===== src/sv/lru_pkg.sv =====
// Shared types and constants for the LRU order list unit.
`default_nettype none
package lru_pkg;

   localparam int ENTRIES = 64;
   localparam int IDX_W   = $clog2(ENTRIES);
   localparam int LINK_W  = $clog2(ENTRIES + 1);

   localparam logic [LINK_W-1:0] NONE_LINK = LINK_W'(ENTRIES);

   localparam logic [1:0] OP_TOUCH  = 2'd0;
   localparam logic [1:0] OP_ADD    = 2'd1;
   localparam logic [1:0] OP_REMOVE = 2'd2;

   typedef struct packed {
      logic [1:0]       operation;
      logic [IDX_W-1:0] entry_index;
   } req_type;

   typedef struct packed {
      logic [LINK_W-1:0] head_entry;
      logic [LINK_W-1:0] tail_entry;
      logic              list_empty;
      logic              op_error;
   } rsp_type;

   typedef enum logic [2:0] {
      ST_IDLE,
      ST_CHECK,
      ST_UNLINK,
      ST_LINK_A,
      ST_LINK_B,
      ST_RESP
   } state_type;

   typedef struct packed {
      logic load;
      logic check;
      logic unlink;
      logic link_a;
      logic link_b;
   } cmd_type;

   typedef struct packed {
      logic op_error;
      logic is_add;
      logic is_touch;
      logic at_head;
   } sts_type;

endpackage
`default_nettype wire


===== src/sv/lru_ctrl.sv =====
// Sequencing state machine for the LRU order list unit.
`default_nettype none
module lru_ctrl (
   input  wire logic             clock,
   input  wire logic             reset,
   input  wire logic             start,
   input  wire lru_pkg::sts_type sts,
   output lru_pkg::cmd_type      cmd,
   output logic                  busy,
   output logic                  rsp_valid
);

   lru_pkg::state_type state_ff, state_in;

   always_ff @(posedge clock) begin
      if (reset) begin
         state_ff <= lru_pkg::ST_IDLE;
      end else begin
         state_ff <= state_in;
      end
   end

   always_comb begin
      state_in = state_ff;
      unique case (state_ff)
         lru_pkg::ST_IDLE: begin
            if (start) state_in = lru_pkg::ST_CHECK;
         end
         lru_pkg::ST_CHECK: begin
            priority if (sts.op_error) state_in = lru_pkg::ST_RESP;
            else if (sts.is_add) state_in = lru_pkg::ST_LINK_A;
            else if (sts.is_touch && sts.at_head) state_in = lru_pkg::ST_RESP;
            else state_in = lru_pkg::ST_UNLINK;
         end
         lru_pkg::ST_UNLINK: begin
            state_in = sts.is_touch ? lru_pkg::ST_LINK_A : lru_pkg::ST_RESP;
         end
         lru_pkg::ST_LINK_A: state_in = lru_pkg::ST_LINK_B;
         lru_pkg::ST_LINK_B: state_in = lru_pkg::ST_RESP;
         lru_pkg::ST_RESP:   state_in = lru_pkg::ST_IDLE;
         default:            state_in = lru_pkg::ST_IDLE;
      endcase
   end

   always_comb begin
      cmd       = '0;
      busy      = 1'b1;
      rsp_valid = 1'b0;
      unique case (state_ff)
         lru_pkg::ST_IDLE: begin
            busy     = 1'b0;
            cmd.load = start;
         end
         lru_pkg::ST_CHECK:  cmd.check  = 1'b1;
         lru_pkg::ST_UNLINK: cmd.unlink = 1'b1;
         lru_pkg::ST_LINK_A: cmd.link_a = 1'b1;
         lru_pkg::ST_LINK_B: cmd.link_b = 1'b1;
         lru_pkg::ST_RESP:   rsp_valid  = 1'b1;
         default:            busy       = 1'b1;
      endcase
   end

endmodule
`default_nettype wire


===== src/sv/lru_dpath.sv =====
// Link memories, membership bits and head/tail pointers of the LRU order list.
`default_nettype none
module lru_dpath (
   input  wire logic             clock,
   input  wire logic             reset,
   input  wire lru_pkg::req_type req_data,
   input  wire lru_pkg::cmd_type cmd,
   output lru_pkg::sts_type      sts,
   output lru_pkg::rsp_type      rsp_data
);

   localparam int IDX_W  = lru_pkg::IDX_W;
   localparam int LINK_W = lru_pkg::LINK_W;

   logic [LINK_W-1:0] next_mem [lru_pkg::ENTRIES];
   logic [LINK_W-1:0] prev_mem [lru_pkg::ENTRIES];

   lru_pkg::req_type     req_ff;
   logic                 err_ff;
   logic [lru_pkg::ENTRIES-1:0] in_list_ff, in_list_in;
   logic [LINK_W-1:0]    head_ff, head_in, tail_ff, tail_in;
   logic [LINK_W-1:0]    next_rd_ff, prev_rd_ff;

   logic                 next_we, prev_we;
   logic [IDX_W-1:0]     next_wa, prev_wa;
   logic [LINK_W-1:0]    next_wd, prev_wd;

   logic [IDX_W-1:0]     e_idx;
   logic [LINK_W-1:0]    e_link;
   logic                 in_range, present, bad_op;

   assign e_idx    = req_ff.entry_index;
   assign e_link   = LINK_W'(e_idx);
   assign in_range = e_link < lru_pkg::NONE_LINK;
   assign present  = in_list_ff[e_idx];
   assign bad_op   = (req_ff.operation != lru_pkg::OP_TOUCH) &&
                     (req_ff.operation != lru_pkg::OP_ADD) &&
                     (req_ff.operation != lru_pkg::OP_REMOVE);

   always_comb begin
      sts.is_add   = req_ff.operation == lru_pkg::OP_ADD;
      sts.is_touch = req_ff.operation == lru_pkg::OP_TOUCH;
      sts.at_head  = e_link == head_ff;
      sts.op_error = !in_range || bad_op ||
                     (sts.is_add && present) ||
                     (!sts.is_add && !present);
   end

   // link rewrites; one write per memory per cycle
   always_comb begin
      head_in    = head_ff;
      tail_in    = tail_ff;
      in_list_in = in_list_ff;
      next_we    = 1'b0;
      prev_we    = 1'b0;
      next_wa    = e_idx;
      prev_wa    = e_idx;
      next_wd    = lru_pkg::NONE_LINK;
      prev_wd    = lru_pkg::NONE_LINK;
      if (cmd.unlink) begin
         // prev_rd_ff / next_rd_ff hold the neighbors of the entry
         if (e_link == head_ff) begin
            head_in = next_rd_ff;
         end else if (prev_rd_ff < lru_pkg::NONE_LINK) begin
            next_we = 1'b1;
            next_wa = prev_rd_ff[IDX_W-1:0];
            next_wd = next_rd_ff;
         end
         if (e_link == tail_ff) begin
            tail_in = prev_rd_ff;
         end else if (next_rd_ff < lru_pkg::NONE_LINK) begin
            prev_we = 1'b1;
            prev_wa = next_rd_ff[IDX_W-1:0];
            prev_wd = prev_rd_ff;
         end
         if (req_ff.operation == lru_pkg::OP_REMOVE) in_list_in[e_idx] = 1'b0;
      end
      if (cmd.link_a) begin
         next_we = 1'b1;
         next_wd = head_ff;
         prev_we = 1'b1;
         prev_wd = lru_pkg::NONE_LINK;
      end
      if (cmd.link_b) begin
         if (head_ff >= lru_pkg::NONE_LINK) begin
            tail_in = e_link;
         end else begin
            prev_we = 1'b1;
            prev_wa = head_ff[IDX_W-1:0];
            prev_wd = e_link;
         end
         head_in            = e_link;
         in_list_in[e_idx]  = 1'b1;
      end
   end

   always_ff @(posedge clock) begin
      if (reset) begin
         in_list_ff <= '0;
         head_ff    <= lru_pkg::NONE_LINK;
         tail_ff    <= lru_pkg::NONE_LINK;
      end else begin
         in_list_ff <= in_list_in;
         head_ff    <= head_in;
         tail_ff    <= tail_in;
      end
   end

   always_ff @(posedge clock) begin
      if (cmd.load) req_ff <= req_data;
      if (cmd.check) err_ff <= sts.op_error;
   end

   always_ff @(posedge clock) begin
      if (next_we) next_mem[next_wa] <= next_wd;
      if (cmd.check) next_rd_ff <= next_mem[e_idx];
   end

   always_ff @(posedge clock) begin
      if (prev_we) prev_mem[prev_wa] <= prev_wd;
      if (cmd.check) prev_rd_ff <= prev_mem[e_idx];
   end

   always_comb begin
      rsp_data.head_entry = head_ff;
      rsp_data.tail_entry = tail_ff;
      rsp_data.list_empty = head_ff >= lru_pkg::NONE_LINK;
      rsp_data.op_error   = err_ff;
   end

endmodule
`default_nettype wire


===== src/sv/lru_order_list_unit.sv =====
// Top level of the LRU order list unit: controller, datapath and checks.
`default_nettype none
// True-LRU recency list over 64 entries held as a doubly linked list in two
// link memories (next and prev, one write port each). A transaction is taken
// when start is high and busy is low; its result appears on rsp_data for one
// cycle with rsp_valid high and must be taken then, the receiver cannot stall.
// Steps from accept: CHECK, RESP for a refused operation or a touch of the
// head; CHECK, UNLINK, RESP for remove; CHECK, LINK_A, LINK_B, RESP for add;
// CHECK, UNLINK, LINK_A, LINK_B, RESP for a touch of another entry. The lookup
// read of the links and the single write port of each link memory set these steps.
// Result: head, tail (least recently used), empty flag, error flag; on error
// the list is left unchanged. No clearing pass is needed after reset.
module lru_order_list_unit (
   input  wire logic             clock,
   input  wire logic             reset,
   input  wire logic             start,
   output logic                  busy,
   input  wire lru_pkg::req_type req_data,
   output logic                  rsp_valid,
   output lru_pkg::rsp_type      rsp_data
);

   lru_pkg::cmd_type cmd;
   lru_pkg::sts_type sts;

   lru_ctrl u_ctrl (
      .clock     (clock),
      .reset     (reset),
      .start     (start),
      .sts       (sts),
      .cmd       (cmd),
      .busy      (busy),
      .rsp_valid (rsp_valid)
   );

   lru_dpath u_dpath (
      .clock    (clock),
      .reset    (reset),
      .req_data (req_data),
      .cmd      (cmd),
      .sts      (sts),
      .rsp_data (rsp_data)
   );

`ifndef SYNTHESIS
   a_accept_busy: assert property (@(posedge clock) disable iff (reset)
      (start && !busy) |=> busy)
      else $error("busy not raised after accepted transaction");

   a_rsp_strobe: assert property (@(posedge clock) disable iff (reset)
      rsp_valid |=> !rsp_valid)
      else $error("result strobe longer than one cycle");

   a_rsp_in_busy: assert property (@(posedge clock) disable iff (reset)
      rsp_valid |-> busy)
      else $error("result outside a transaction");

   a_empty_flag: assert property (@(posedge clock) disable iff (reset)
      rsp_valid |-> (rsp_data.list_empty ==
                     (rsp_data.tail_entry == lru_pkg::NONE_LINK)))
      else $error("empty flag disagrees with tail");
`endif

endmodule
`default_nettype wire

===== config.mk =====
export PLATFORM = sky130hd
export DESIGN_NAME = lru_order_list_unit
export DESIGN_NICKNAME = d
export VERILOG_FILES = /design/src/sv/lru_pkg.sv /design/src/sv/lru_ctrl.sv /design/src/sv/lru_dpath.sv /design/src/sv/lru_order_list_unit.sv
export SDC_FILE = /design/constraint.sdc
export NUM_CORES = 1
export LEC_CHECK = 0
export ABC_AREA = 0
export BUFFER_PORTS_ARGS = -buffer_cell sky130_fd_sc_hd__buf_2
export CAP_MARGIN = 20
export CORE_UTILIZATION = 30
export CTS_BUF_LIST = sky130_fd_sc_hd__clkbuf_16
export CTS_CLUSTER_DIAMETER = 120
export CTS_CLUSTER_SIZE = 10
export DETAILED_ROUTE_END_ITERATION = 7
export GPL_ROUTABILITY_DRIVEN = 0
export HOLD_SLACK_MARGIN = 0.15
export PLACE_DENSITY = 0.44
export SETUP_SLACK_MARGIN = 0.05
export SLEW_MARGIN = 20
export SYNTH_ARGS = -nofsm -noshare
export SYNTH_HDL_FRONTEND = slang
export SYNTH_SLANG_ARGS = --single-unit

===== constraint.sdc =====
create_clock -name clock -period 5.41 [get_ports clock]
set_input_delay 1.082 -clock clock [delete_from_list [all_inputs] [get_ports clock]]
set_output_delay 1.082 -clock clock [all_outputs]
set_load 0.1 [all_outputs]

==> impl_metrics.json <==
{
  "status": "complete, no violations",
  "hold_ws_ns": 0.470,
  "grt_overflow": 0,
  "synthSimpleGateAreaFrac_pct": 5.56,
  "cts_sinks": 1000,
  "cellPowerDensity_nw_per_um2": 390,
  "register_area_um2": 29200,
  "grt_pass1_vias": 24900,
  "cts_buffers": 110,
  "root_buffer": "clkbuf_16",
  "rows": 132,
  "use_met3_pct": 4.15,
  "startpoint_type": "flip-flop",
  "clock_latency_ns": 0.76,
  "synth_fa_ha_area_share_pct": 0,
  "r2r-start": "u_dpath.e_idx[3]",
  "syn_area_um2": 39600,
  "fp.dieH_um": 365,
  "yosysTopAreaCell": "edfxtp_1",
  "cts_resized": 0,
  "synth_seq_cells": 1000,
  "seq_area_frac_synth_pct": 73.8,
  "drv_cap": 0,
  "remaining_drc_errors": 0,
  "synth_top_cell_area_share_pct": 69.7,
  "leakagePower_nw": 13.5,
  "vias": 25100,
  "synth_top_family_by_area": "compound AO/OA/AOI/OAI gates",
  "grt_max_degree": 76,
  "end_kind": "flip-flop",
  "worst_path_max_delay_cell": "nor2_1",
  "cts_tree": "yes",
  "p_total_mw": 17.7,
  "synth_nets": 2531,
  "critical_path.max_stage_delay_ns": 0.83,
  "fin_setup_tns_ns": 0,
  "crit_end": "u_dpath.next_mem[17][2]",
  "synth_area_per_cell_um2": 15.7,
  "firstDrtPassIters": 6,
  "min_path_cells": 2,
  "min_path_type": "reg2reg",
  "htreeDepth": 3,
  "fin_nets": 2596,
  "synth.top_cells.by_area": "edfxtp_1 (70%), dfxtp_1 (4.1%), a22oi_1 (3.0%)",
  "ys_types": 82,
  "drive_gt1_share_pct": 16.5,
  "clock_path_buffers": 3,
  "crit_path_max_fanout": 16,
  "postSynth.asyncResetShare_pct": 0,
  "boundaryPins": 29,
  "rr_endpoint": "u_dpath.next_mem[17][2]",
  "synthMuxAreaShare_pct": 5.78,
  "fillers": 12300,
  "routed_wl_mm": 143,
  "portBuffers": 28,
  "grt-busiest-layer": "met2",
  "crit_required_ns": 5.79,
  "ir_drop_uv": 259,
  "synth_flop_cell": "edfxtp_1",
  "postRouteAntennaNets": 0,
  "crit_start": "u_dpath.e_idx[3]",
  "antenna_found_initial": 2,
  "r2r_cells": 6,
  "drt_iter0_markers": 3115,
  "gr-usage-met2_pct": 33.3,
  "hold_buffers": 0,
  "hold_viol_final": 0,
  "dieArea_um2": 133000,
  "start_util_pct": 30.4,
  "critPathArrivalTime_ns": 4.31,
  "final_common_cell": "edfxtp_1",
  "multiInputGateArea_um2": 9770,
  "synth_edf_count": 919,
  "setup_viol": 0,
  "skew_ns": 0.0527,
  "post_cts_buffers": 0,
  "finalCritPeriodShare_pct": 72.6,
  "tightest_slew_ns": 1.21,
  "die_w_um": 365,
  "synthCells": 2520,
  "met1_usage_pct": 29.5,
  "clkSlewWorstSetupHoldPaths_ns": 0.06,
  "fmax_ghz": 0.254,
  "ys.warnings.count": 0,
  "final_cell_mix": "edfxtp_1 (919), nor2_1 (194), a22oi_1 (157), nand2_1 (150), clkbuf_16 (110)",
  "core_um2": 130000,
  "grt_util_all_layers_pct": 21.3,
  "criticalPathCategory": "reg2reg",
  "grt_pass1_wl_mm": 199,
  "slew_headroom_pct": 18.9,
  "finalCriticalPeriod_ns": 3.93,
  "regToRegSetupSlack_ns": 1.48,
  "viasPerCell": 5.74,
  "rsz0062_at_grt": "false",
  "drv_slew": 0,
  "place_hpwl_mm": 88.5,
  "synth_compound_area_share_pct": 12.4,
  "path_cells": "xor2_1, nor3_1, a211oi_4, mux2i_1, nand2_1, nor2_1",
  "area_delta_synth_final_pct": 14.3,
  "wire_per_inst_um": 32.8,
  "synth_xor_area_share_pct": 0.265
}
-- final cells by class --
| type | instances | area share, % |
|---|---|---|
| flip-flops and latches | 1000 | 64.5 |
| multi-input cells | 1323 | 21.6 |
| clock buffers | 110 | 6.08 |
| well taps | 1742 | 4.81 |
| repair buffers | 134 | 2.29 |
| clock inverters | 42 | 0.602 |
| inverters | 16 | 0.133 |
| diodes | 1 | 0.00553 |
-- logic make-up (layout without fill, tap and decap cells) --
| logic type | Yosys count | count (layout) |
|---|---|---|
| compound gates | 674 | 674 |
| buf+inv | 197 | 302 |
| flops | 1000 | 1000 |
| mux | 158 | 158 |
| simple gates | 479 | 479 |
| xor+xnor | 12 | 12 |
| other cells | 0 | 1 |
-- worst max-delay path: cells and delay by family, from the launching register on --
kind            cells  cell delay (ns)
compound gates      1             0.54
xor+xnor            1             0.24
flops               1             0.73
mux                 1             0.43
simple gates        3             1.61
-- worst min-delay path by stage --
stage | to | slack, ns | startpoint
after global routing | u_dpath.req_ff[7] | 0.49 | req_data[7]
final | u_dpath.in_list_ff[25] | 0.47 | u_dpath.in_list_ff[25]
after CTS | u_dpath.req_ff[7] | 0.47 | req_data[7]
after detailed placement | u_dpath.in_list_ff[25] | 0.46 | u_dpath.in_list_ff[25]
after global placement | u_dpath.in_list_ff[2] | 0.45 | u_dpath.in_list_ff[2]
after floorplan | u_dpath.in_list_ff[19] | 0.44 | u_dpath.in_list_ff[19]
-- registers in the layout (all words and copies together) (netlist names) --
register,flops
u_ctrl.state_ff,3
u_dpath.e_idx,6
u_dpath.err_ff,1
u_dpath.head_ff,7
u_dpath.in_list_ff,64
u_dpath.next_mem,448
u_dpath.next_rd_ff,7
u_dpath.prev_mem,448
u_dpath.prev_rd_ff,7
u_dpath.req_ff,2
u_dpath.tail_ff,7
-- layer usage --
layer	share of wire [%]	wire (um)
met1	43	61400
met2	46	65800
met3	8.1	11500
met4	3.0	4290
met5	0.019	27
-- cell usage after synthesis, types with 5 or more instances --
master	number
mux4_1	8
nor2b_1	10
o22ai_1	15
nand2_1	150
nor3_1	17
nor4b_1	5
a211oi_1	21
edfxtp_1	919
buf_2	64
a22oi_1	157
dfxtp_1	81
a221oi_1	100
nor4bb_1	5
a221o_1	7
a32o_1	5
mux2_2	63
o21ai_0	105
o2111ai_2	6
o2111ai_1	6
mux4_2	40
nand3_1	12
o221ai_1	5
buf_1	24
mux2i_1	47
and2_1	9
a222oi_1	16
o211ai_1	8
xor2_1	9
nor2_1	199
a31oi_1	34
buf_4	12
clkbuf_1	76
o211ai_2	6
a22o_1	39
a21oi_1	101
o2bb2ai_1	9
nand4_1	35
inv_1	14
-- metrics by stage --
stage               setup WS (ns)  std cells  area [um2]  util (%)
floorplan                   0.799       2520       39600         -
global placement             1.39       4214       42200      32.4
detailed placement           1.33       4214       42300      32.4
CTS                          1.29       4366       45300      34.7
global route                 1.26       4367       45300      34.8
finish                       1.48       4368       45300      34.8
-- where the power goes --
group | switching, mW | internal (mW) | total [mW]
logic | 1.76 | 0.628 | 2.38
registers | 0.133 | 8.47 | 8.60
clock network | 3.07 | 3.62 | 6.69
total | 4.96 | 12.7 | 17.7
Note: power is estimated with default switching activity, not from simulation.
